===== src/rtl/taqt_pkg.sv =====
// shared types and constants for the rule 184 traffic road block
`default_nettype none

package taqt_pkg;

   // default road length
   localparam int CELLS_DEFAULT = 256;

   // run lengths are 9 bits wide and saturate at the top code
   localparam int          RUN_W   = 9;
   localparam logic [8:0]  RUN_SAT = 9'd511;

   // request codes
   localparam logic REQ_LOAD = 1'b0;
   localparam logic REQ_TICK = 1'b1;

   typedef struct packed {
      logic       req_type;
      logic [7:0] cell_index;
      logic       cell_value;
      logic       new_car;
   } taqt_req_type;

   typedef struct packed {
      logic [RUN_W-1:0] longest_run;
      logic [RUN_W-1:0] running_max;
   } taqt_rsp_type;

   typedef enum logic [1:0] {
      ST_IDLE,
      ST_SCAN,
      ST_DONE
   } taqt_state_type;

endpackage : taqt_pkg

`default_nettype wire


===== src/rtl/traffic_automaton_with_queue_tracking.sv =====
// top level of the rule 184 traffic road with longest-run tracking
`default_nettype none

// Rule 184 traffic road. The road is a row of CELLS one-bit cells held in
// flip-flops, 1 meaning a car. A load item writes one cell (an index of CELLS
// or more writes nothing); a tick item advances every cell by rule 184 at
// once, with the cell beyond the right edge counted as empty so a car
// in the last cell leaves, and then puts new_car into cell 0. Every item
// returns one result: the longest run of occupied cells (after the write for
// a load, before the update for a tick) and the running maximum of the runs
// measured by ticks since reset. Runs saturate at 511. The run is measured by
// copying the row into a shift register and scanning it one cell per cycle:
// the item is accepted and the row copied, the copy is scanned, and then the
// maximum is folded and the output register loaded once it is free. One item
// is in work at a time; the next item is taken as soon as the result sits in
// the output register, even while the receiver still stalls it.
module traffic_automaton_with_queue_tracking #(
   parameter int CELLS = taqt_pkg::CELLS_DEFAULT
) (
   input  wire logic                  clock,
   input  wire logic                  reset,
   input  wire logic                  req_valid,
   output logic                       req_stall,
   input  wire taqt_pkg::taqt_req_type req_data,
   output logic                       rsp_valid,
   input  wire logic                  rsp_stall,
   output taqt_pkg::taqt_rsp_type     rsp_data
);

   import taqt_pkg::*;

   localparam int CNT_W = $clog2(CELLS);

   // control state
   taqt_state_type   state_ff, state_in;
   logic [CNT_W-1:0] pos_ff, pos_in;
   logic             rsp_valid_ff, rsp_valid_in;
   logic [RUN_W-1:0] max_ff, max_in;

   // road and scan copy
   logic [CELLS-1:0] road_ff, road_in;
   logic [CELLS-1:0] scan_ff, scan_in;

   // per-item payload
   logic             tick_ff, tick_in;
   logic [RUN_W-1:0] cur_ff, cur_in;
   logic [RUN_W-1:0] best_ff, best_in;
   taqt_rsp_type     rsp_ff, rsp_in;

   // fsm outputs
   logic req_take;
   logic scan_step;
   logic rsp_load;
   logic last_cell;
   logic rsp_free;

   logic [CELLS-1:0] road_written;
   logic [CELLS-1:0] road_advanced;
   logic [RUN_W-1:0] cur_next;

   assign last_cell = (pos_ff == CNT_W'(CELLS - 1));
   // output register empty or being emptied this cycle
   assign rsp_free  = !rsp_valid_ff || !rsp_stall;

   // ---------------------------------------------------------------
   // next state
   // ---------------------------------------------------------------
   always_comb begin
      state_in = state_ff;
      unique case (state_ff)
         ST_IDLE: begin
            if (req_valid) begin
               state_in = ST_SCAN;
            end
         end
         ST_SCAN: begin
            if (last_cell) begin
               state_in = ST_DONE;
            end
         end
         ST_DONE: begin
            if (rsp_free) begin
               state_in = ST_IDLE;
            end
         end
         default: state_in = ST_IDLE;
      endcase
   end

   // ---------------------------------------------------------------
   // fsm outputs
   // ---------------------------------------------------------------
   always_comb begin
      req_stall = 1'b1;
      req_take  = 1'b0;
      scan_step = 1'b0;
      rsp_load  = 1'b0;
      unique case (state_ff)
         ST_IDLE: begin
            req_stall = 1'b0;
            req_take  = req_valid;
         end
         ST_SCAN: begin
            scan_step = 1'b1;
         end
         ST_DONE: begin
            rsp_load = rsp_free;
         end
         default: begin
            req_stall = 1'b1;
         end
      endcase
   end

   // ---------------------------------------------------------------
   // road: single cell write for a load, rule 184 for a tick
   // ---------------------------------------------------------------
   always_comb begin
      for (int i = 0; i < CELLS; i++) begin
         // a load whose index is past the end matches no cell
         road_written[i] = (32'(req_data.cell_index) == i) ? req_data.cell_value
                                                           : road_ff[i];
         // empty cell takes its left neighbor, occupied cell its right one;
         // beyond either edge counts as empty
         if (road_ff[i]) begin
            road_advanced[i] = (i < CELLS - 1) ? road_ff[(i + 1) % CELLS] : 1'b0;
         end else begin
            road_advanced[i] = (i > 0) ? road_ff[(i + CELLS - 1) % CELLS] : 1'b0;
         end
      end
   end

   always_comb begin
      road_in = road_ff;
      scan_in = scan_ff;
      tick_in = tick_ff;
      if (req_take) begin
         tick_in = (req_data.req_type == REQ_TICK);
         if (req_data.req_type == REQ_TICK) begin
            // scan sees the row before the update
            scan_in = road_ff;
            road_in = {road_advanced[CELLS-1:1], req_data.new_car};
         end else begin
            // scan sees the row after the write
            scan_in = road_written;
            road_in = road_written;
         end
      end else if (scan_step) begin
         scan_in = {1'b0, scan_ff[CELLS-1:1]};
      end
   end

   // ---------------------------------------------------------------
   // serial run measurement, one cell per cycle
   // ---------------------------------------------------------------
   always_comb begin
      if (!scan_ff[0]) begin
         cur_next = '0;
      end else if (cur_ff == RUN_SAT) begin
         cur_next = RUN_SAT;
      end else begin
         cur_next = cur_ff + RUN_W'(1);
      end
   end

   always_comb begin
      pos_in  = pos_ff;
      cur_in  = cur_ff;
      best_in = best_ff;
      if (req_take) begin
         pos_in  = '0;
         cur_in  = '0;
         best_in = '0;
      end else if (scan_step) begin
         pos_in  = pos_ff + CNT_W'(1);
         cur_in  = cur_next;
         best_in = (cur_next > best_ff) ? cur_next : best_ff;
      end
   end

   // ---------------------------------------------------------------
   // running maximum and output register
   // ---------------------------------------------------------------
   always_comb begin
      max_in       = max_ff;
      rsp_in       = rsp_ff;
      rsp_valid_in = rsp_valid_ff;
      if (rsp_valid_ff && !rsp_stall) begin
         rsp_valid_in = 1'b0;
      end
      if (rsp_load) begin
         // only a tick folds its run into the maximum
         if (tick_ff && (best_ff > max_ff)) begin
            max_in = best_ff;
         end
         rsp_in.longest_run = best_ff;
         rsp_in.running_max = max_in;
         rsp_valid_in       = 1'b1;
      end
   end

   always_ff @(posedge clock) begin
      if (reset) begin
         state_ff     <= ST_IDLE;
         pos_ff       <= '0;
         rsp_valid_ff <= 1'b0;
         max_ff       <= '0;
         road_ff      <= '0;
      end else begin
         state_ff     <= state_in;
         pos_ff       <= pos_in;
         rsp_valid_ff <= rsp_valid_in;
         max_ff       <= max_in;
         road_ff      <= road_in;
      end
   end

   always_ff @(posedge clock) begin
      scan_ff <= scan_in;
      tick_ff <= tick_in;
      cur_ff  <= cur_in;
      best_ff <= best_in;
      rsp_ff  <= rsp_in;
   end

   assign rsp_valid = rsp_valid_ff;
   assign rsp_data  = rsp_ff;

   // ---------------------------------------------------------------
   // assertions
   // ---------------------------------------------------------------

   // an accepted item starts a scan at the first cell
   assert property (@(posedge clock) disable iff (reset)
      (req_valid && !req_stall) |=> (state_ff == ST_SCAN) && (pos_ff == '0))
      else $error("scan did not start after an accepted item");

   // the best run never trails the current run while scanning
   assert property (@(posedge clock) disable iff (reset)
      (state_ff == ST_SCAN) |-> (best_ff >= cur_ff))
      else $error("best run below current run");

   // the running maximum never decreases
   assert property (@(posedge clock) disable iff (reset)
      1'b1 |=> (max_ff >= $past(max_ff)))
      else $error("running maximum decreased");

   // a result is only loaded into a free output register
   assert property (@(posedge clock) disable iff (reset)
      (rsp_load && rsp_valid_ff) |-> !rsp_stall)
      else $error("result overwritten while stalled");

endmodule : traffic_automaton_with_queue_tracking

`default_nettype wire


===== config.mk =====
export PLATFORM = sky130hd
export DESIGN_NAME = traffic_automaton_with_queue_tracking
export DESIGN_NICKNAME = d
export VERILOG_FILES = /design/src/rtl/taqt_pkg.sv /design/src/rtl/traffic_automaton_with_queue_tracking.sv
export SDC_FILE = /design/constraint.sdc
export NUM_CORES = 2
export LEC_CHECK = 0
export BUFFER_PORTS_ARGS = -buffer_cell sky130_fd_sc_hd__buf_4
export CAP_MARGIN = 20
export CORE_MARGIN = 2
export CORE_UTILIZATION = 35
export CTS_CLUSTER_DIAMETER = 150
export CTS_CLUSTER_SIZE = 40
export DETAILED_ROUTE_END_ITERATION = 7
export SETUP_SLACK_MARGIN = 0.5
export SKIP_LAST_GASP = 1
export SLEW_MARGIN = 25
export SYNTH_ARGS = -nofsm -noshare
export SYNTH_HDL_FRONTEND = slang
export SYNTH_SLANG_ARGS = --single-unit

===== constraint.sdc =====
create_clock -name clock -period 16 [get_ports clock]
set_clock_uncertainty 0.1 [all_clocks]
set_input_delay 3.2 -clock clock [delete_from_list [all_inputs] [get_ports clock]]
set_output_delay 3.2 -clock clock [all_outputs]
set_load 0.005 [all_outputs]

==> impl_metrics.json <==
{
  "path_delay_family": "buffers and inverters",
  "cpMaxStageDelayCell": "buf_4",
  "timing.rr.start": "state_ff[1]$_SDFFE_PP0P_",
  "ios": 35,
  "cts.sinks": 569,
  "min_path_type": "flop to flop",
  "ff2ff_setup_slack_ns": 12.35,
  "num_rows": 115,
  "post-cts-setup-buffers": 0,
  "final_util_pct": 36.6,
  "grt_pass1_wl_mm": 160,
  "portBuffers": 34,
  "path_max_fanout": 147,
  "synth_cells": 4176,
  "syn_avg_cell_area_um2": 8.26,
  "die_h_um": 318,
  "start_util_pct": 35.2,
  "setup_tns_ns": 0,
  "worstPathCellList": "buf_8 > buf_12 > buf_4 > nand2b_1 > nor2b_1 > mux2i_1 > o21ai_0",
  "p_per_area_nw_per_um2": 83.5,
  "min_delay_path_depth": 2,
  "grt_max_degree": 246,
  "cpPeakStageDelay_ns": 0.69,
  "rsz0062_at_grt": "false",
  "overflow": 0,
  "cp.required_ns": 16.25,
  "final_common_cell": "nand2_1",
  "drv_slew": 0,
  "synth-async-reset-ratio_pct": 0,
  "postRouteAntennaNets": 0,
  "pre_cts_slack_ns": 9.52,
  "drc": 0,
  "die-area_um2": 101000,
  "drt-wirelength-per-cell_um": 20.1,
  "yosys.cell_types.count": 66,
  "synth-seq-cells": 569,
  "place.gp.congestion": 0.780,
  "cts_resized": 0,
  "clk_latency_ns": 0.61,
  "drtIter0Drc": 3475,
  "worst_hold_path.endpoint": "scan_ff[76]$_DFFE_PP_",
  "hold_viol": 0,
  "synthFlopType": "dfxtp_1",
  "hp-start": "scan_ff[77]$_DFFE_PP_",
  "tightestPinTransition_ns": 1.10,
  "ir_drop_v": 0.0000838,
  "finalSetupViolCount": 0,
  "coreArea_um2": 98000,
  "synth_area_um2": 34500,
  "htreeDepth": 1,
  "layout-drive-gt1-share_pct": 6.20,
  "clk_path_buf_depth": 3,
  "cp-end-kind": "flop",
  "cp_num_buf_inv": 3,
  "grtUsageTotal_pct": 19.6,
  "period_minus_slack_ns": 5.88,
  "synth_fp_nets": 4211,
  "nets": 3926,
  "totalPowerFinal_uw": 3000,
  "max_freq_mhz": 170,
  "hpwl_mm": 54.1,
  "root_buffer": "clkbuf_16",
  "worstReg2RegEnd": "road_ff[239]$_SDFFE_PP0P_",
  "die_x_um": 318,
  "ctsHoldBuffers": 0,
  "routed_via_density": 5.69,
  "fillers": 10000,
  "status": "complete, no violations",
  "cts.clk_slew.worst_paths_ns": 0.16,
  "worstSetupStartpointType": "input pin",
  "maxCapViolCount": 0,
  "area.growth.synth_to_final_pct": 3.93,
  "first_pass_iters": 6,
  "grt_pass1_vias": 27000,
  "drt-total-wl_mm": 104,
  "leakagePower_uw": 0.0109,
  "synth_edf_count": 275,
  "setup_ws_ns": 10.12,
  "worstSetupPathType": "input pin to flop",
  "final_cell_mix": "nand2_1, o21ai_0, mux2i_1",
  "slew_headroom_pct": 26.8,
  "ys_warn_count": 0,
  "hold-worst-slack_ns": 0.370,
  "cts_buffers": 18,
  "r2r_cells": 8,
  "cts_tree": "done",
  "finalCritPeriodShare_pct": 36.8,
  "antenna_found_initial": 2,
  "arrival_ns": 6.13,
  "antenna_cells": 0,
  "synth-seq-area-share_pct": 41.0,
  "via_count": 29500
}
[metal layers]
metal | vias to the layer above | global-route usage, % | wire (um)
met1 | 14300 | 28.9 | 49100
met2 | 949 | 30.1 | 45100
li1 | 14100 | - | -
met5 | - | 0 | 0
met3 | 119 | 2.39 | 7130
met4 | 0 | 5.02 | 2710
[cells by family (layout without fill, tap and decap cells)]
| group | after synthesis | count (layout) | synth area share (%) |
|---|---|---|---|
| XOR/XNOR | 8 | 8 | 0.203 |
| buffers and inverters | 439 | 165 | 5.44 |
| adder cells (fa/ha/maj) | 20 | 20 | 0.725 |
| AND/OR/NAND/NOR | 1501 | 1501 | 19.3 |
| multiplexers | 519 | 519 | 15.4 |
| AO/OA/AOI/OAI | 1120 | 1120 | 17.9 |
| flip-flops | 569 | 569 | 41.0 |
[report_power, final]
group / switching (uW) / leakage (uW) / internal [uW]
combinational: 357 / 0.00547 / 149
clock: 478 / 0.000259 / 230
sequential: 70.0 / 0.00516 / 1710
[state kept, by name, summed over array words and instances, names as in the netlist]
| name | cells |
|---|---|
| road_ff | 256 |
| rsp_data | 18 |
| rsp_valid | 1 |
| best_ff | 9 |
| max_ff | 9 |
| cur_ff | 9 |
| pos_ff | 8 |
| state_ff | 2 |
| scan_ff | 256 |
| tick_ff | 1 |
[final cells by class]
cell class	instances	area [um2]	area share, %
Inverter	43	166	0.464
Tap cell	1287	1610	4.49
Multi-Input combinational cell	3168	18600	51.8
Sequential cell	569	14100	39.4
Timing Repair Buffer	91	811	2.26
Clock buffer	30	517	1.44
Clock inverter	1	30.0	0.0837
[synthesized netlist by cell type, types with 27 or more instances]
cell	count	area, um2
nor3_1	43	215
nand3_1	142	711
buf_2	64	320
inv_1	42	158
o22a_1	46	403
o21ai_0	437	2190
mux2i_1	419	4190
o21ai_1	82	410
nand2b_1	55	344
buf_1	37	139
mux2_2	86	968
edfxtp_1	275	8260
a21oi_1	394	1970
nor2b_1	28	175
dfxtp_1	294	5890
o22ai_1	51	319
clkbuf_1	265	995
a31oi_1	27	169
nor2_1	353	1330
nand2_1	802	3010
[worst max path at each step]
stage | start | endpoint | slack, ns | depth (start not counted)
global placement | req_data[10] | scan_ff[240]$_DFFE_PP_ | 9.53 | 7
global route | req_data[10] | scan_ff[248]$_DFFE_PP_ | 9.94 | 7
finish | req_data[10] | scan_ff[248]$_DFFE_PP_ | 10.12 | 7
CTS | req_data[10] | scan_ff[248]$_DFFE_PP_ | 10.19 | 7
floorplan | req_valid | scan_ff[0]$_DFFE_PP_ | 5.74 | 5
detailed placement | req_data[10] | scan_ff[248]$_DFFE_PP_ | 9.52 | 7
[worst min-delay path: stages, from the launching register on]
cell and delay [ns]:
edfxtp_1 0.33, nand2_1 0.04, o21ai_0 0.06
[through the flow]
step | instances | cell area [um2]
global route | 5189 | 35900
CTS | 5187 | 35800
finish | 5189 | 35900
detailed placement | 5156 | 35300
floorplan | 4176 | 34500
global placement | 5155 | 35200
Power figures use the tool's default switching activity.
